--- src/rtl/sirs_pkg.sv ---
// shared types, constants and helpers of the signed integer to radix text block
package sirs_pkg;

    localparam int VALUE_W      = 64;
    localparam int RADIX_W      = 6;
    localparam int LEN_W        = 7;
    localparam int CHAR_W       = 7;
    localparam int CFG_IDX_W    = 8;
    localparam int CFG_DATA_W   = 7;

    localparam int STORE_DEPTH  = 64;
    localparam int STORE_AW     = $clog2(STORE_DEPTH);

    localparam int OUT_CHARS_DEF = 64;

    // divider retires this many quotient bits per clock
    localparam int DIV_BITS     = 8;
    localparam int DIV_CYCLES   = VALUE_W / DIV_BITS;
    localparam int DIV_CNT_W    = $clog2(DIV_CYCLES);

    localparam logic [RADIX_W-1:0] RADIX_MIN   = 6'd2;
    localparam logic [RADIX_W-1:0] RADIX_MAX   = 6'd36;
    localparam logic [RADIX_W-1:0] DEC_DIGITS  = 6'd10;
    localparam logic [RADIX_W-1:0] RADIX_RST   = 6'd10;
    localparam logic [LEN_W-1:0]   LEN_RST     = 7'd50;

    localparam logic [CHAR_W-1:0]  CH_ZERO     = 7'h30;
    localparam logic [CHAR_W-1:0]  CH_ALPHA    = 7'h41;
    localparam logic [CHAR_W-1:0]  CH_MINUS    = 7'h2D;
    localparam logic [CHAR_W-1:0]  CH_NUL      = 7'h00;

    // configuration register indexes
    localparam logic [CFG_IDX_W-1:0] REG_RADIX = 8'd0;
    localparam logic [CFG_IDX_W-1:0] REG_LEN   = 8'd1;

    typedef struct packed {
        logic                 start;
        logic [VALUE_W-1:0]   dividend;
        logic [RADIX_W-1:0]   divisor;
    } t_div_req;

    typedef struct packed {
        logic                 done;
        logic [VALUE_W-1:0]   quotient;
        logic [RADIX_W-1:0]   remainder;
    } t_div_rsp;

    function automatic logic [CHAR_W-1:0] digit_char(input logic [RADIX_W-1:0] d);
        logic [CHAR_W-1:0] ch;
        if (d < DEC_DIGITS) begin
            ch = CH_ZERO + {1'b0, d};
        end else begin
            ch = CH_ALPHA + {1'b0, d} - {1'b0, DEC_DIGITS};
        end
        return ch;
    endfunction

endpackage

--- src/rtl/sirs_div.sv ---
// iterative 64-bit by 6-bit restoring divider, several quotient bits per clock
module sirs_div (
    input  logic               i_clk,
    input  logic               i_rst_n,
    input  sirs_pkg::t_div_req i_req,
    output sirs_pkg::t_div_rsp o_rsp
);
    import sirs_pkg::*;

    logic                  r_busy;
    logic                  r_done;
    logic [DIV_CNT_W-1:0]  r_cnt;
    logic [VALUE_W-1:0]    r_work;
    logic [RADIX_W-1:0]    r_rem;
    logic [RADIX_W-1:0]    r_div;

    logic [VALUE_W-1:0]    n_work;
    logic [RADIX_W-1:0]    n_rem;
    logic [RADIX_W:0]      w_trial;

    // remainder stays below the divisor, so each trial value fits radix width + 1
    always_comb begin
        n_work  = r_work;
        n_rem   = r_rem;
        w_trial = '0;
        for (int k = 0; k < DIV_BITS; k++) begin
            w_trial = {n_rem, n_work[VALUE_W-1]};
            n_work  = {n_work[VALUE_W-2:0], 1'b0};
            if (w_trial >= {1'b0, r_div}) begin
                w_trial   = w_trial - {1'b0, r_div};
                n_work[0] = 1'b1;
            end
            n_rem = w_trial[RADIX_W-1:0];
        end
    end

    always_ff @(posedge i_clk) begin
        if (!i_rst_n) begin
            r_busy <= 1'b0;
            r_done <= 1'b0;
            r_cnt  <= '0;
        end else begin
            r_done <= 1'b0;
            if (i_req.start) begin
                r_busy <= 1'b1;
                r_cnt  <= '0;
            end else if (r_busy) begin
                r_cnt <= r_cnt + 1'b1;
                if (r_cnt == DIV_CNT_W'(DIV_CYCLES - 1)) begin
                    r_busy <= 1'b0;
                    r_done <= 1'b1;
                end
            end
        end
    end

    always_ff @(posedge i_clk) begin
        if (i_req.start) begin
            r_work <= i_req.dividend;
            r_rem  <= '0;
            r_div  <= i_req.divisor;
        end else if (r_busy) begin
            r_work <= n_work;
            r_rem  <= n_rem;
        end
    end

    assign o_rsp.done      = r_done;
    assign o_rsp.quotient  = r_work;
    assign o_rsp.remainder = r_rem;

endmodule

--- src/rtl/sirs_store.sv ---
// digit memory, one write and one registered read port
module sirs_store (
    input  logic                           i_clk,
    input  logic                           i_we,
    input  logic [sirs_pkg::STORE_AW-1:0]  i_waddr,
    input  logic [sirs_pkg::RADIX_W-1:0]   i_wdata,
    input  logic [sirs_pkg::STORE_AW-1:0]  i_raddr,
    output logic [sirs_pkg::RADIX_W-1:0]   o_rdata
);
    import sirs_pkg::*;

    logic [RADIX_W-1:0] r_mem [STORE_DEPTH];
    logic [RADIX_W-1:0] r_rdata;

    always_ff @(posedge i_clk) begin
        if (i_we) begin
            r_mem[i_waddr] <= i_wdata;
        end
        r_rdata <= r_mem[i_raddr];
    end

    assign o_rdata = r_rdata;

endmodule

--- src/rtl/signed_int_to_radix_string.sv ---
// top level: signed 64-bit value to ascii text in a configurable base
//
// A request is taken when i_start is high and o_busy is low. The magnitude is
// broken into digits, least significant first, by one shared divider that
// retires 8 quotient bits per clock, so each digit takes a load plus 8 steps;
// a value has at most 64 digits, in base 2. The characters then leave one per
// clock from the digit memory, sign first and most significant digit first.
// Results come out on o_strobe for one cycle each and cannot be held off;
// o_last marks the final character and o_char_count carries the character
// count there. Text longer than the buffer length is cut to length-1
// characters plus a zero byte; a buffer length of one gives only the zero
// byte. A radix outside 2..36 or a zero buffer length gives no results and
// o_busy never rises. Configuration writes are taken at any time but are
// meant to land only while o_busy is low.
module signed_int_to_radix_string #(
    parameter int OUT_CHARS = sirs_pkg::OUT_CHARS_DEF
) (
    input  logic                             i_clk,
    input  logic                             i_rst_n,
    // request side
    input  logic                             i_start,
    output logic                             o_busy,
    input  logic signed [sirs_pkg::VALUE_W-1:0] i_value,
    // result side
    output logic                             o_strobe,
    output logic [sirs_pkg::CHAR_W-1:0]      o_character,
    output logic                             o_last,
    output logic [sirs_pkg::LEN_W-1:0]       o_char_count,
    // configuration write channel
    input  logic                             i_cfg_valid,
    output logic                             o_cfg_ready,
    input  logic [sirs_pkg::CFG_IDX_W-1:0]   i_cfg_index,
    input  logic [sirs_pkg::CFG_DATA_W-1:0]  i_cfg_data
);
    import sirs_pkg::*;

    // sequencer states
    localparam logic [1:0] S_IDLE = 2'd0;
    localparam logic [1:0] S_DIV  = 2'd1;
    localparam logic [1:0] S_EMIT = 2'd2;

    // character kinds in the output stage
    localparam logic [1:0] KIND_NUL   = 2'd0;
    localparam logic [1:0] KIND_MINUS = 2'd1;
    localparam logic [1:0] KIND_DIGIT = 2'd2;

    // configuration registers
    logic [RADIX_W-1:0] r_radix;
    logic [LEN_W-1:0]   r_len;

    // sequencer
    logic [1:0]         r_state;
    logic               r_neg;
    logic [LEN_W-1:0]   r_ndig;     // digits stored so far
    logic [LEN_W-1:0]   r_idx;      // character being fetched
    logic [LEN_W-1:0]   r_count;    // characters in this request
    logic               r_trunc;

    // output stage
    logic               r_o_valid;
    logic [1:0]         r_o_kind;
    logic               r_o_last;

    t_div_req           w_div_req;
    t_div_rsp           w_div_rsp;
    logic [RADIX_W-1:0] w_rdata;

    logic               w_accept;
    logic               w_cfg_ok;
    logic [LEN_W-1:0]   w_cap;
    logic [VALUE_W-1:0] w_mag;
    logic [LEN_W-1:0]   w_ndig_inc;
    logic               w_more;
    logic [LEN_W-1:0]   w_total;
    logic [LEN_W-1:0]   w_pos;
    logic               w_is_nul;
    logic               w_is_minus;
    logic               w_is_last;

    assign o_cfg_ready = 1'b1;
    assign o_busy      = (r_state != S_IDLE) || r_o_valid;
    assign w_accept    = i_start && !o_busy;

    // buffer length above the build limit acts as the limit
    assign w_cap    = (r_len > LEN_W'(OUT_CHARS)) ? LEN_W'(OUT_CHARS) : r_len;
    assign w_cfg_ok = (r_radix >= RADIX_MIN) && (r_radix <= RADIX_MAX) && (r_len != '0);

    // most negative value wraps to 2^63, which is right as an unsigned magnitude
    assign w_mag = i_value[VALUE_W-1] ? (VALUE_W'(0) - VALUE_W'($unsigned(i_value)))
                                      : VALUE_W'($unsigned(i_value));

    // digit loop bookkeeping
    assign w_ndig_inc = r_ndig + 1'b1;
    assign w_more     = (w_div_rsp.quotient != '0) && (w_ndig_inc < LEN_W'(STORE_DEPTH));
    assign w_total    = w_ndig_inc + {{(LEN_W-1){1'b0}}, r_neg};

    // emit side: sign, digits from most significant, or the truncation zero
    assign w_is_nul   = r_trunc && (r_idx == w_cap - 1'b1);
    assign w_is_minus = r_neg && (r_idx == '0);
    assign w_is_last  = (r_idx == r_count - 1'b1);
    assign w_pos      = r_ndig - 1'b1 + {{(LEN_W-1){1'b0}}, r_neg} - r_idx;

    // divider feed: first digit from the magnitude, later ones from the quotient
    assign w_div_req.start    = (w_accept && w_cfg_ok && (w_cap != LEN_W'(1))) ||
                                ((r_state == S_DIV) && w_div_rsp.done && w_more);
    assign w_div_req.dividend = (r_state == S_IDLE) ? w_mag : w_div_rsp.quotient;
    assign w_div_req.divisor  = r_radix;

    sirs_div u_div (
        .i_clk   (i_clk),
        .i_rst_n (i_rst_n),
        .i_req   (w_div_req),
        .o_rsp   (w_div_rsp)
    );

    sirs_store u_store (
        .i_clk   (i_clk),
        .i_we    ((r_state == S_DIV) && w_div_rsp.done),
        .i_waddr (r_ndig[STORE_AW-1:0]),
        .i_wdata (w_div_rsp.remainder),
        .i_raddr (w_pos[STORE_AW-1:0]),
        .o_rdata (w_rdata)
    );

    // configuration writes
    always_ff @(posedge i_clk) begin
        if (!i_rst_n) begin
            r_radix <= RADIX_RST;
            r_len   <= LEN_RST;
        end else if (i_cfg_valid && o_cfg_ready) begin
            unique case (i_cfg_index)
                REG_RADIX: begin
                    r_radix <= i_cfg_data[RADIX_W-1:0];
                end
                REG_LEN: begin
                    r_len <= i_cfg_data[LEN_W-1:0];
                end
                default: begin
                end
            endcase
        end
    end

    // sequencer and output stage
    always_ff @(posedge i_clk) begin
        if (!i_rst_n) begin
            r_state   <= S_IDLE;
            r_neg     <= 1'b0;
            r_ndig    <= '0;
            r_idx     <= '0;
            r_count   <= '0;
            r_trunc   <= 1'b0;
            r_o_valid <= 1'b0;
            r_o_kind  <= KIND_NUL;
            r_o_last  <= 1'b0;
        end else begin
            r_o_valid <= 1'b0;
            unique case (r_state)
                S_IDLE: begin
                    if (w_accept && w_cfg_ok) begin
                        if (w_cap == LEN_W'(1)) begin
                            // buffer of one: only the zero byte
                            r_o_valid <= 1'b1;
                            r_o_kind  <= KIND_NUL;
                            r_o_last  <= 1'b1;
                            r_count   <= LEN_W'(1);
                        end else begin
                            r_neg   <= i_value[VALUE_W-1];
                            r_ndig  <= '0;
                            r_state <= S_DIV;
                        end
                    end
                end
                S_DIV: begin
                    if (w_div_rsp.done) begin
                        r_ndig <= w_ndig_inc;
                        if (!w_more) begin
                            r_idx   <= '0;
                            r_count <= (w_total <= w_cap) ? w_total : w_cap;
                            r_trunc <= (w_total > w_cap);
                            r_state <= S_EMIT;
                        end
                    end
                end
                S_EMIT: begin
                    r_o_valid <= 1'b1;
                    r_o_last  <= w_is_last;
                    if (w_is_nul) begin
                        r_o_kind <= KIND_NUL;
                    end else if (w_is_minus) begin
                        r_o_kind <= KIND_MINUS;
                    end else begin
                        r_o_kind <= KIND_DIGIT;
                    end
                    r_idx <= r_idx + 1'b1;
                    if (w_is_last) begin
                        r_state <= S_IDLE;
                    end
                end
                default: begin
                    r_state <= S_IDLE;
                end
            endcase
        end
    end

    // character formed from the registered kind and the memory read
    always_comb begin
        case (r_o_kind)
            KIND_NUL:   o_character = CH_NUL;
            KIND_MINUS: o_character = CH_MINUS;
            default:    o_character = digit_char(w_rdata);
        endcase
    end

    assign o_strobe     = r_o_valid;
    assign o_last       = r_o_valid && r_o_last;
    assign o_char_count = (r_o_valid && r_o_last) ? r_count : '0;

endmodule

--- config.mk ---
export PLATFORM = sky130hd
export DESIGN_NAME = signed_int_to_radix_string
export DESIGN_NICKNAME = d
export VERILOG_FILES = /design/src/rtl/sirs_pkg.sv /design/src/rtl/sirs_div.sv /design/src/rtl/sirs_store.sv /design/src/rtl/signed_int_to_radix_string.sv
export SDC_FILE = /design/constraint.sdc
export NUM_CORES = 1
export LEC_CHECK = 0
export BUFFER_PORTS_ARGS = -buffer_cell sky130_fd_sc_hd__buf_4
export CORE_MARGIN = 1.5
export CORE_UTILIZATION = 61
export CTS_BUF_LIST = sky130_fd_sc_hd__clkbuf_8
export CTS_CLUSTER_SIZE = 28
export DETAILED_ROUTE_END_ITERATION = 12
export GPL_TIMING_DRIVEN = 0
export PLACE_DENSITY_LB_ADDON = 0.12
export SLEW_MARGIN = 20
export SYNTH_ARGS = -nofsm -noshare
export SYNTH_HDL_FRONTEND = slang
export SYNTH_HIERARCHICAL = 1
export SYNTH_SLANG_ARGS = --single-unit
export TNS_END_PERCENT = 1
--- constraint.sdc ---
create_clock -name i_clk -period 19.35 [get_ports i_clk]
set_input_delay 3.87 -clock i_clk [delete_from_list [all_inputs] [get_ports i_clk]]
set_output_delay 3.87 -clock i_clk [all_outputs]
set_load 0.005 [all_outputs]
# [Word level (Yosys, flattened, before mapping)]
# Memories as Yosys holds them, arrays and structs flattened. A register that Yosys moved wholly into a read port is not among the register bits.
# Cells that the tools add are included.
[op_classes] n_addsub=21 n_lt_le_gt_ge=15 eq_ne=16 mux=60 n_bitwise=4 n_reduce_logical=37
[op_table] operator="64-bit 2-to-1 mux" n=4
[op_table] operator="7-bit 2-to-1 mux" n=13
[op_table] operator="64-bit nonzero test" n=1
[op_table] operator="1-bit by 64-bit subtractor with 64-bit output, first input constant" n=1
[op_table] operator="7-bit by 6-bit greater-or-equal comparator with 1-bit output" n=8
[op_table] operator="7-bit case mux with 2 select lines" n=4
[op_table] operator="6-bit subtractor" n=9
[op_table] operator="6-bit 2-to-1 mux" n=8
[op_table] operator="1-bit 2-to-1 mux" n=18
[op_table] operator="2-bit 2-to-1 mux" n=9
[op_table] operator="7-bit by 1-bit adder with 7-bit output, second input constant" n=2
[op_table] operator="7-bit equality test" n=2
[op_table] operator="7-bit by 1-bit subtractor with 7-bit output, second input constant" n=2
[op_table] operator="3-bit AND reduction" n=4
[op_table] operator="1-bit logical AND" n=11
[op_table] operator="2-bit inequality test, second input constant" n=5
[op_table] operator="5-bit AND reduction" n=2
[op_table] operator="2-bit nonzero test" n=5
[op_table] operator="8-bit by 1-bit equality test with 1-bit output, second input constant" n=1
[op_table] operator="8-bit zero test" n=1
[op_table] operator="6-bit by 6-bit adder with 7-bit output, first input constant" n=1
[op_table] operator="7-bit by 1-bit adder with 7-bit output" n=1
[op_table] operator="7-bit by 6-bit adder with 7-bit output, first input constant" n=1
[op_table] operator="7-bit by 1-bit equality test with 1-bit output, second input constant" n=1
[op_table] operator="29 further kinds" n=39
[word_totals] register_bits=123 mem_bits_rw=384 out_inout_bits=18 elab_cells=171 mem_count=1
[mem_list] name="u_store.r_mem" words=64 width=6 rd=1 rd_ports_with_merged_regs=1 wr=1 line="sirs_store.sv:12" rtl="logic [RADIX_W-1:0] r_mem [STORE_DEPTH];"

# [Depth between registers and ports, before layout]
# Gate-level depths: netlist of run 1.
[depth] word_depth=18 mapped_depth=76 ltp_nobuf=71

# [By module]
# Netlist of run 1, hierarchy kept.
[modules_own_cells] module="sirs_store" instances=1 cells_per_inst=720 area_per_inst_um2=15225.9 seq_area_each_um2=11651.2
[modules_own_cells] module="sirs_div" instances=1 cells_per_inst=563 area_per_inst_um2=6253.5 seq_area_each_um2=2322.2
[modules_own_cells] module="signed_int_to_radix_string" instances=1 cells_per_inst=794 area_per_inst_um2=5510.3 seq_area_each_um2=840.8

# [Least setup slack after synthesis of run 1]
# Ideal clock, no wire load.
[synth_path] path_kind="register -> register" from="reg u_div.r_rem[4]" to="reg u_div.r_work[0], data pin" setup_ns=0.260 t_arrival_ns=16.009 required_time_ns=19.090 setup_slack_ns=3.082 stages_incl_launch_ff=73 synth_period_minus_slack_ns=16.268 cell_sequence="dfxtp_1 -> ha_1 -> nand2_2 -> nor3b_4 -> a21o_1 -> mux2i_1 -> inv_1 -> ha_1 -> nor3_1 -> nor4b_1 -> a221oi_4 -> nand2_4 -> clkbuf_1 -> nand2_1 -> o21a_1 -> ha_1 -> nor2b_1 -> o31a_1 -> (+37 left out) -> nor2b_1 -> o21ai_0 -> nand2b_1 -> a21o_1 -> a21o_1 -> a211oi_2 -> nand2_2 -> a21oi_1 -> ha_1 -> a21o_1 -> a21o_1 -> a21o_1 -> a21oi_1 -> o21ai_0 -> a21oi_1 -> and3_1 -> nand2b_1 -> mux2_2"
[synth_between] elab_chain_len=18 elab_cells_between_ends=25 classes_between="7 x add/sub; 8 x order compare; 10 x mux"
[synth_rtl] item="start: declaration" line="sirs_div.sv:14" rtl="logic [RADIX_W-1:0] r_rem;"
[synth_rtl] item="start signal: assignment" line="sirs_div.sv:64" rtl="r_rem <= n_rem;"
[synth_rtl] item="6-bit subtractor / 7-bit by 6-bit greater-or-equal comparator with 1-bit output (equally long branches)" line="sirs_div.sv:30, sirs_div.sv:29"
[synth_rtl] item="6-bit 2-to-1 mux *" line="sirs_div.sv:29" rtl="if (w_trial >= {1'b0, r_div}) begin"
[synth_rtl] item="7-bit by 6-bit greater-or-equal comparator with 1-bit output / 6-bit subtractor (equally long branches)" line="sirs_div.sv:29, sirs_div.sv:30"
[synth_rtl] item="6-bit 2-to-1 mux *" line="sirs_div.sv:29"
[synth_rtl] item="6-bit subtractor / 7-bit by 6-bit greater-or-equal comparator with 1-bit output (equally long branches)" line="sirs_div.sv:30, sirs_div.sv:29"
[synth_rtl] item="6-bit 2-to-1 mux *" line="sirs_div.sv:29"
[synth_rtl] item="6-bit subtractor / 7-bit by 6-bit greater-or-equal comparator with 1-bit output (equally long branches)" line="sirs_div.sv:30, sirs_div.sv:29"
[synth_rtl] item="6-bit 2-to-1 mux *" line="sirs_div.sv:29"
[synth_rtl] item="(+2 left out)"
[synth_rtl] item="6-bit subtractor / 7-bit by 6-bit greater-or-equal comparator with 1-bit output (equally long branches)" line="sirs_div.sv:30, sirs_div.sv:29"
[synth_rtl] item="6-bit 2-to-1 mux *" line="sirs_div.sv:29"
[synth_rtl] item="6-bit subtractor / 7-bit by 6-bit greater-or-equal comparator with 1-bit output (equally long branches)" line="sirs_div.sv:30, sirs_div.sv:29"
[synth_rtl] item="6-bit 2-to-1 mux *" line="sirs_div.sv:29"
[synth_rtl] item="7-bit by 6-bit greater-or-equal comparator with 1-bit output *" line="sirs_div.sv:29"
[synth_rtl] item="1-bit 2-to-1 mux *" line="sirs_div.sv:29"
[synth_rtl] item="64-bit 2-to-1 mux *" line="sirs_div.sv:62" rtl="end else if (r_busy) begin"
[synth_rtl] item="64-bit 2-to-1 mux *" line="sirs_div.sv:58" rtl="if (i_req.start) begin"
[synth_rtl] item="end signal: assignment" line="sirs_div.sv:59" rtl="r_work <= i_req.dividend;"
[synth_rtl] item="end signal: assignment" line="sirs_div.sv:63" rtl="r_work <= n_work;"
[synth_rtl] item="end: declaration" line="sirs_div.sv:13" rtl="logic [VALUE_W-1:0] r_work;"
# Mark *: on every way between the ends. The rest lies on a longest branch, timed or not. The select of a mux whose other input is x is not followed.
# A chain may end at the register's enable or synchronous reset.

# [Worst setup path after layout of run 1]
[layout_path] from="reg u_div.r_div[1]" to="reg u_div.r_work[0], data pin"
[layout_between] elab_chain_len=18 elab_cells_between_ends=25 classes_between="7 x add/sub; 8 x order compare; 10 x mux"
[layout_rtl] item="start: declaration" line="sirs_div.sv:15" rtl="logic [RADIX_W-1:0] r_div;"
[layout_rtl] item="start signal: assignment" line="sirs_div.sv:61" rtl="r_div <= i_req.divisor;"
[layout_rtl] item="6-bit subtractor / 7-bit by 6-bit greater-or-equal comparator with 1-bit output (equally long branches)" line="sirs_div.sv:30, sirs_div.sv:29"
[layout_rtl] item="6-bit 2-to-1 mux" line="sirs_div.sv:29"
[layout_rtl] item="6-bit subtractor / 7-bit by 6-bit greater-or-equal comparator with 1-bit output (equally long branches)" line="sirs_div.sv:30, sirs_div.sv:29"
[layout_rtl] item="6-bit 2-to-1 mux" line="sirs_div.sv:29"
[layout_rtl] item="6-bit subtractor / 7-bit by 6-bit greater-or-equal comparator with 1-bit output (equally long branches)" line="sirs_div.sv:30, sirs_div.sv:29"
[layout_rtl] item="6-bit 2-to-1 mux" line="sirs_div.sv:29"
[layout_rtl] item="6-bit subtractor / 7-bit by 6-bit greater-or-equal comparator with 1-bit output (equally long branches)" line="sirs_div.sv:30, sirs_div.sv:29"
[layout_rtl] item="6-bit 2-to-1 mux" line="sirs_div.sv:29"
[layout_rtl] item="(+2 left out)"
[layout_rtl] item="7-bit by 6-bit greater-or-equal comparator with 1-bit output / 6-bit subtractor (equally long branches)" line="sirs_div.sv:29, sirs_div.sv:30"
[layout_rtl] item="6-bit 2-to-1 mux" line="sirs_div.sv:29"
[layout_rtl] item="6-bit subtractor / 7-bit by 6-bit greater-or-equal comparator with 1-bit output (equally long branches)" line="sirs_div.sv:30, sirs_div.sv:29"
[layout_rtl] item="6-bit 2-to-1 mux" line="sirs_div.sv:29"
[layout_rtl] item="7-bit by 6-bit greater-or-equal comparator with 1-bit output *" line="sirs_div.sv:29"
[layout_rtl] item="1-bit 2-to-1 mux *" line="sirs_div.sv:29"
[layout_rtl] item="64-bit 2-to-1 mux *" line="sirs_div.sv:62"
[layout_rtl] item="64-bit 2-to-1 mux *" line="sirs_div.sv:58"
# Marked as above.

==> results.ini, run 1 <==
[critical_path]
r2r-start = u_div/r_div[1]$_DFFE_PP_
max_stage_delay_ns = 0.51
end_kind = register
start_kind = register
r2r_end = u_div/r_work[0]$_DFFE_PP_
rr_worst_depth = 73
critPathRequiredTime_ns = 19.75
critPathCapture = u_div/r_work[0]$_DFFE_PP_
worst-path-buf-inv = 8
cp.arrival_ns = 18.34
r2r_slack_ns = 1.41
critPathLaunch = u_div/r_div[1]$_DFFE_PP_
critPathMaxFanout = 10
path_depth = 73
cp_slowest_cell = a211oi_4
path_delay_family = compound AO/OA/AOI/OAI gates
worstSetupPathType = register to register

[sta]
finalCritPeriodShare = 0.927
setup_viol_count_final = 0
hold_viol = 0
rsz0062_at_grt = false
finalMaxSlewViolations = 0
setup_tns_ns = 0
max_slew_margin = 0.210
fin_skew_ns = 0.0347
max_freq_ghz = 0.0557
period_needed_ns = 17.94
worst_slew_pin_slew_ns = 1.17

[floorplan]
die_w_um = 213
initial_core_util = 0.622
fp.dieH_um = 213
dieArea_mm2 = 0.0455
core_mm2 = 0.0434
ios = 101
num_rows = 76

[placed_design]
placement.io_buffers = 98
dp_hpwl_um = 48500
gp_congestion = 0.926

[cts]
cts_tree = yes
cts_buffers = 82
clkTransAtPathRegs_ns = 0.06
clockBufferDepth = 3
cts_sinks = 513
root_buffer = clkbuf_8
cts_max_level = 3
clock_latency_ns = 0.66

[global_routing]
grt_max_degree = 69
grt_pass1_wl_um = 104000
grtUsageTotal = 0.306
antenna_found_initial = 1
grt_pass1_vias = 18100
grt_overflow_total = 0

[synthesis]
syn_area_mm2 = 0.0270
ys.flop_type = edfxtp_1
synth-async-reset-ratio = 0
synth_cell_type_count = 105
syn_nets = 2242
ys_seq_area_frac = 0.549
synth_edf_count = 454
avgSynthCellArea_um2 = 13.0
ys_warn_count = 6
synth_seq_cells = 513
synthCells = 2077

[drt]
vias_per_cell = 6.43
wl_per_cell_um = 23.9
drc = 0
vias = 18800
ant_nets = 0
drt-total-wl_um = 69600
routed.top_layer = met4
met3_length_um = 5330
drt_first_iter_violations = 1962
met1_length_um = 27500
wl_met2_um = 34300
first_pass_iters = 6

[finish]
syn_to_final_growth_pct = 11.6
nets = 2433
layout-drive-gt1-share = 0.204
final_cell_mix = 454 x edfxtp_1, 187 x nor2_1, 130 x a21oi_1
final_common_cell = edfxtp_1
seq_area_mm2 = 0.0148
multiInputGateArea_mm2 = 0.0114
fill_cells = 3129

[job]
drv_cap = 0

[worst_hold_path]
hold_path_class = register to register

[status]
status = completed

-- layout make-up --
type | count | area share
Buffer | 103 | 0.0174
Tap cell | 585 | 0.0243
Antenna cell | 1 | 0.0000831
Inverter | 73 | 0.00918
Multi-Input combinational cell | 1388 | 0.379
Clock inverter | 63 | 0.0114
Timing Repair Buffer | 107 | 0.0283
Clock buffer | 82 | 0.0375
Sequential cell | 513 | 0.493
-- sequential cells by signal, summed over array words and instances, names as in the netlist --
name / flops
r_o_kind: 2
o_strobe: 1
r_o_last: 1
u_div/r_done: 1
u_store/r_mem: 384
r_len: 7
u_div/r_busy: 1
u_div/r_work: 64
u_div/r_div: 6
r_idx: 7
r_ndig: 7
r_radix: 6
r_state: 2
r_trunc: 1
u_div/r_rem: 6
r_neg: 1
u_store/o_rdata: 6
u_div/r_cnt: 3
r_count: 7
-- logic make-up (layout without fill, tap and decap cells) --
logic type / after synthesis / count (layout) / share of synthesized area
adders and majority gates: 83 / 83 / 0.0412
DFF: 513 / 513 / 0.549
xor gates and xnor gates: 117 / 117 / 0.0380
other: 1 / 2 / 0.000139
muxes: 229 / 229 / 0.133
and+or+nand+nor: 554 / 554 / 0.107
AOI/OAI and AO/OA: 404 / 404 / 0.103
buffers and inverters: 176 / 428 / 0.0295
-- per-layer routing --
layer,global-route usage,up-vias
met5,0,-
met4,0.115,0
met3,0.0483,147
met2,0.513,895
met1,0.406,9283
li1,-,8429
-- metrics by stage --
step	area (um2)	utilization	std cells	hold WS [ns]	setup slack [ns]
floorplan	27000	-	2077	0.424	3.08
global placement	28500	0.656	2760	0.451	-0.237
detailed placement	28500	0.658	2763	0.450	0.345
CTS	30000	0.692	2908	0.467	0.264
global route	30100	0.694	2914	0.474	0.129
finish	30100	0.694	2915	0.463	1.41
-- synthesized netlist by cell type, drive strengths merged, types with 59 or more instances --
cell / number / area share
dfxtp: 59 / 0.044
edfxtp: 454 / 0.51
xor2: 73 / 0.024
clkbuf: 70 / 0.0098
mux4: 93 / 0.078
mux2: 85 / 0.036
inv: 72 / 0.010
nand2: 85 / 0.012
ha: 72 / 0.033
o21ai: 78 / 0.014
nor2: 187 / 0.026
a21oi: 134 / 0.025
-- worst register-to-register path, delay by kind of cell, from the launching register on --
kind	cells	cell delay, ns
compound gates	34	8.30
flops	1	0.49
mux	4	1.44
fa+ha+maj	8	2.54
buf+inv	8	1.63
simple gates	19	3.31
-- timing repair --
| action | CTS | global route |
|---|---|---|
| setup buffers | 0 | 6 |
| gates resized for setup | 0 | 6 |
| setup endpoints to repair | 0 | 7 |
| hold buffers | 0 | 0 |
-- how the worst min path moves through the flow --
stage               cells after the start                     from  slack, ns                        to
finish                                  0  r_radix[4]$_SDFFE_PN0P_       0.46  u_div/r_div[4]$_DFFE_PP_
global route                            0  r_radix[0]$_SDFFE_PN0P_       0.47  u_div/r_div[0]$_DFFE_PP_
CTS                                     0  r_radix[4]$_SDFFE_PN0P_       0.47  u_div/r_div[4]$_DFFE_PP_
detailed placement                      0  r_radix[4]$_SDFFE_PN0P_       0.45  u_div/r_div[4]$_DFFE_PP_
global placement                        2   r_ndig[6]$_SDFFE_PN0P_       0.45    r_ndig[6]$_SDFFE_PN0P_
floorplan                               0  r_radix[0]$_SDFFE_PN0P_       0.42  u_div/r_div[0]$_DFFE_PP_
Power of run 1 is not shown: default switching activity piles up to over one toggle a cycle in this logic, so the estimate is an artifact.
==> run 2, diff against run 1 <==
ABC_AREA = 1   (was default)
TNS_END_PERCENT = 5   (was 1)
==> run 2 against run 1 <==
Effect of this change: cell count grew 45%; critical endpoint unchanged; via count rose by 33%; worst hold slack lost 0.020 ns; register-to-register slack better by 2.9 ns; sequential share of layout area fell by 2.5 points; largest cell class unchanged.
==> results.ini, run 2 <==
[worst_hold_path]
hold_path_class = register to register

[synthesis]
synth_top_family_by_area = simple AND/OR/NAND/NOR gates
ys_seq_area_frac = 0.522
synthCells = 3366
syn_area_mm2 = 0.0284
yosysTopAreaCellShare = 0.480
synth_seq_cells = 513
synthAdderAreaFrac = 0.0388
synth-async-reset-ratio = 0
synth_xor_area_frac = 0.0253
synth-compound-area-share = 0.0445
synthTopCellsByArea = edfxtp_1 48%, nand2_1 16%, nand3_1 8.4%
synthMuxAreaShare = 0
yosysMostFrequentCell = nand2_1
yosys.area_share.simple = 0.316
synth_top_cell_by_area = edfxtp_1
ys.flop_type = edfxtp_1
syn_nets = 3531
synth_common_cells = 1200 x nand2_1, 477 x nand3_1, 454 x edfxtp_1
avgSynthCellArea_um2 = 8.44
ys_warn_count = 6
synth_cell_type_count = 50
synth_edf_count = 454

[cts]
cts_tree = yes
cts_resized = 0
root_buffer = clkbuf_8
cts_sinks = 513
clkTransAtPathRegs_ns = 0.06
hold_buffers = 0
clock_latency_ns = 0.69
cts_max_level = 3
cts_setup_buffers = 0
clockBufferDepth = 3
cts_buffers = 83

[sta]
max_freq_ghz = 0.0663
setup_tns_ns = 0
fin_skew_ns = 0.0359
hold_viol = 0
worst_slew_pin_slew_ns = 0.940
period_needed_ns = 15.08
finalCritPeriodShare = 0.780
rsz0062_at_grt = false
max_slew_margin = 0.372
setup_viol_count_final = 0
finalMaxSlewViolations = 0

[finish]
top_register = u_store/r_mem
syn_to_final_growth_pct = 11.8
layout-drive-gt1-share = 0.103
final_cell_mix = 1200 x nand2_1, 477 x nand3_1, 454 x edfxtp_1
reg_top3 = u_store/r_mem x384, u_div/r_work x64
antenna_cells = 0
nets = 3722
final_common_cell = nand2_1
final_cell_area_mm2 = 0.0317
largest_register_ffs = 384

[placed_design]
dp_hpwl_um = 62600
placedInstanceArea_mm2 = 0.0301
gp_congestion = 0.965
placement.io_buffers = 99

[critical_path]
cp.arrival_ns = 15.48
critPathMaxFanout = 10
max_stage_delay_ns = 0.72
cp_slowest_cell = edfxtp_1
critPathRequiredTime_ns = 19.74
start_kind = register
end_kind = register
worstSetupPathType = register to register

[global_routing]
grt_pass1_vias = 24100
use_met1 = 0.461
grtUsageTotal = 0.365
grt_overflow_total = 0
grt_use_met3 = 0.0541
met2_usage = 0.598
grt_pass1_wl_um = 132000
grt_busiest_layer = met2
grt_max_degree = 68
antenna_found_initial = 2

[drt]
drc = 0
wl_per_cell_um = 20.5
drt-total-wl_um = 86500
ant_nets = 0
first_pass_iters = 6
vias = 25000
drt_first_iter_violations = 2721
vias_per_cell = 5.92

[floorplan]
dieArea_mm2 = 0.0478
die_w_um = 219
core_mm2 = 0.0457
num_rows = 78
initial_core_util = 0.622
ios = 101
fp.dieH_um = 219

[status]
status = completed

[job]
drv_cap = 0

-- run 2: cell count changes after synthesis, sizes merged, moves of 46 or more --
| cell | before | now |
|---|---|---|
| nand2 | 85 | 1213 |
| nand3 | 39 | 491 |
| inv | 72 | 237 |
| nor2 | 187 | 293 |
| mux4 | 93 | 0 |
| mux2 | 85 | 0 |
| a21oi | 134 | 80 |
| mux2i | 51 | 0 |
| buf | 33 | 79 |
-- run 2: critical path: cells and delay by family (launching register included) --
kind                     cells  cell delay, ns
buffers and inverters       14            1.50
AO/OA/AOI/OAI               29            5.58
AND/OR/NAND/NOR             32            4.22
adder cells (fa/ha/maj)      8            2.74
flip-flops                   1            0.72
-- run 2: through the flow --
step	utilization	hold slack [ns]	instances	setup WS (ns)
after detailed placement	0.659	0.455	4072	4.59
after floorplan	-	0.408	3366	6.58
final	0.695	0.443	4216	4.27
after global routing	0.695	0.469	4216	2.97
after CTS	0.695	0.458	4216	4.47
after global placement	0.654	0.431	4065	3.74
-- run 2: final timing paths --
check / slack, ns / cells after the start / endpoint / from
worst max-delay path: 4.27 / 83 / u_div/r_work[0]$_DFFE_PP_ / u_div/r_div[1]$_DFFE_PP_
worst min-delay path: 0.44 / 0 / u_div/r_div[2]$_DFFE_PP_ / r_radix[2]$_SDFFE_PN0P_
worst min register to register: 0.44 / 0 / u_div/r_div[2]$_DFFE_PP_ / r_radix[2]$_SDFFE_PN0P_
worst max register to register: 4.27 / 83 / u_div/r_work[0]$_DFFE_PP_ / u_div/r_div[1]$_DFFE_PP_
-- run 2: metal layers --
layer,share of wire,routed length [um],vias to the layer above
met2,0.47,40900,1356
met1,0.38,33100,11700
met4,0.059,5070,4
li1,-,-,11700
met5,0.00035,30,-
met3,0.085,7380,279
-- run 2: layout make-up --
class                      instances  area, um2
buffer                           130        636
clock buffer                      89       1220
clock inverter                    55        394
sequential                       513      14800
inverter                         238        896
timing repair buffer             106        893
tap                              600        751
multi-input combinational       2485      12100
fill                            3675      13900
-- run 2: kinds of logic after synthesis --
family / after synthesis
other cells: 1
fa+ha+maj: 82
buf+inv: 368
compound gates: 230
flops: 513
simple gates: 2090
xor+xnor: 82
Power of run 2 is left out for the same reason.
==> run 3, diff against run 2 <==
ABC_AREA = 0   (was 1)
clock period = 15.6 ns   (was 19.35 ns; I/O delays follow)
==> run 3 against run 2 <==
Effect of this change: utilization up 1.6 points; clock skew about the same; final area down 2.9%; cell count down 30%; sequential share of layout area up 1.4 points; fmax down 0.28%; worst hold slack better by 0.020 ns; die area down 4.9%; setup slack worse by 3.8 ns; largest cell class unchanged.
==> results.ini, run 3 (same netlist as run 1, synthesis figures left out) <==
[cts]
cts_sinks = 513
clkTransAtPathRegs_ns = 0.07
clock_latency_ns = 0.69
cts_buffers = 79
clockBufferDepth = 3
hold_buffers = 0
cts_max_level = 3
cts_tree = yes
root_buffer = clkbuf_8

[drt]
first_pass_iters = 6
ant_nets = 0
wl_per_cell_um = 24.9
drc = 0
drt_first_iter_violations = 2120
vias = 19100
vias_per_cell = 6.47
drt-total-wl_um = 73600

[finish]
fill_cells = 3042
layout-drive-gt1-share = 0.232
final_common_cell = edfxtp_1
final_cell_mix = 454 x edfxtp_1, 186 x nor2_1, 139 x buf_4
nets = 2469
top_register = u_store/r_mem
final_cell_area_mm2 = 0.0308
reg_top3 = u_store/r_mem x384, u_div/r_work x64
syn_to_final_growth_pct = 14.1
largest_register_ffs = 384
antenna_cells = 0

[sta]
hold_slack_ns = 0.463
finalMaxSlewViolations = 0
worst_slew_pin_slew_ns = 1.04
setup_viol_count_final = 0
fin_skew_ns = 0.0356
max_freq_ghz = 0.0661
max_slew_margin = 0.299
finalCritPeriodShare = 0.970
hold_viol = 0
setup_tns_ns = 0
period_needed_ns = 15.13

[status]
status = completed

[floorplan]
initial_core_util = 0.622
num_rows = 76
fp.dieH_um = 213
dieArea_mm2 = 0.0455
ios = 101
die_w_um = 213
core_mm2 = 0.0434

[placed_design]
placedInstanceArea_mm2 = 0.0285
placement.io_buffers = 98
gp_congestion = 0.905
dp_hpwl_um = 48500

[job]
drv_cap = 0

[critical_path]
end_kind = register
worst-path-buf-inv = 7
cp.arrival_ns = 15.56
r2r_end = u_div/r_work[0]$_DFFE_PP_
critPathMaxFanout = 10
critPathRequiredTime_ns = 16.03
rr_worst_depth = 71
path_depth = 71
max_stage_delay_ns = 0.47
cp_slowest_cell = edfxtp_1
critPathLaunch = u_div/r_work[63]$_DFFE_PP_
critPathCapture = u_div/r_work[0]$_DFFE_PP_
path_common_cell = ha_1
worstSetupPathType = register to register
r2r_slack_ns = 0.47
r2r-start = u_div/r_work[63]$_DFFE_PP_
start_kind = register
path_delay_family = compound AO/OA/AOI/OAI gates

[global_routing]
grt_max_degree = 68
grtUsageTotal = 0.327
grt_overflow_total = 0
antenna_found_initial = 1
grt_pass1_wl_um = 110000
grt_pass1_vias = 18600

[worst_hold_path]
hold_path_class = register to register

## run 3: area by class of cell
cell class	instances	area [um2]	area share
well taps	585	732	0.0238
clock buffers	82	1130	0.0366
repair buffers	148	1230	0.0401
clock inverters	62	432	0.0140
plain buffers	101	523	0.0170
multi-input cells	1388	11600	0.377
flip-flops and latches	513	14800	0.482
inverters	73	295	0.00959
## run 3: routing by layer
metal | wire length (um) | up-vias | GRT usage
met4 | 3540 | 2 | 0.167
met2 | 35200 | 949 | 0.529
met1 | 28900 | 9452 | 0.426
met5 | 17 | - | 0
met3 | 5950 | 190 | 0.0593
li1 | - | 8499 | -
## run 3: worst min path at each step
stage,startpoint,end,slack [ns],depth (start not counted)
floorplan,r_radix[0]$_SDFFE_PN0P_,u_div/r_div[0]$_DFFE_PP_,0.42,0
global placement,r_ndig[6]$_SDFFE_PN0P_,r_ndig[6]$_SDFFE_PN0P_,0.45,2
detailed placement,r_radix[0]$_SDFFE_PN0P_,u_div/r_div[0]$_DFFE_PP_,0.45,0
CTS,r_ndig[6]$_SDFFE_PN0P_,r_ndig[6]$_SDFFE_PN0P_,0.46,2
global route,r_radix[0]$_SDFFE_PN0P_,u_div/r_div[0]$_DFFE_PP_,0.48,0
finish,r_radix[0]$_SDFFE_PN0P_,u_div/r_div[0]$_DFFE_PP_,0.46,0
## run 3: through the flow
step / util / setup slack, ns / std cells
2_1_floorplan: - / 0.00580 / 2077
3_3_place_gp: 0.657 / -2.91 / 2760
3_5_place_dp: 0.658 / -2.99 / 2762
4_1_cts: 0.705 / 0.0609 / 2938
5_1_grt: 0.710 / -0.134 / 2952
6_report: 0.710 / 0.473 / 2952
## run 3: repair_timing
| action | in CTS | in global routing |
|---|---|---|
| endpoints found under the setup margin | 8 | 7 |
| buffers inserted | 34 | 14 |
| pin swaps | 10 | 15 |
| gates resized for setup | 32 | 26 |
Power of run 3 is left out for the same reason.
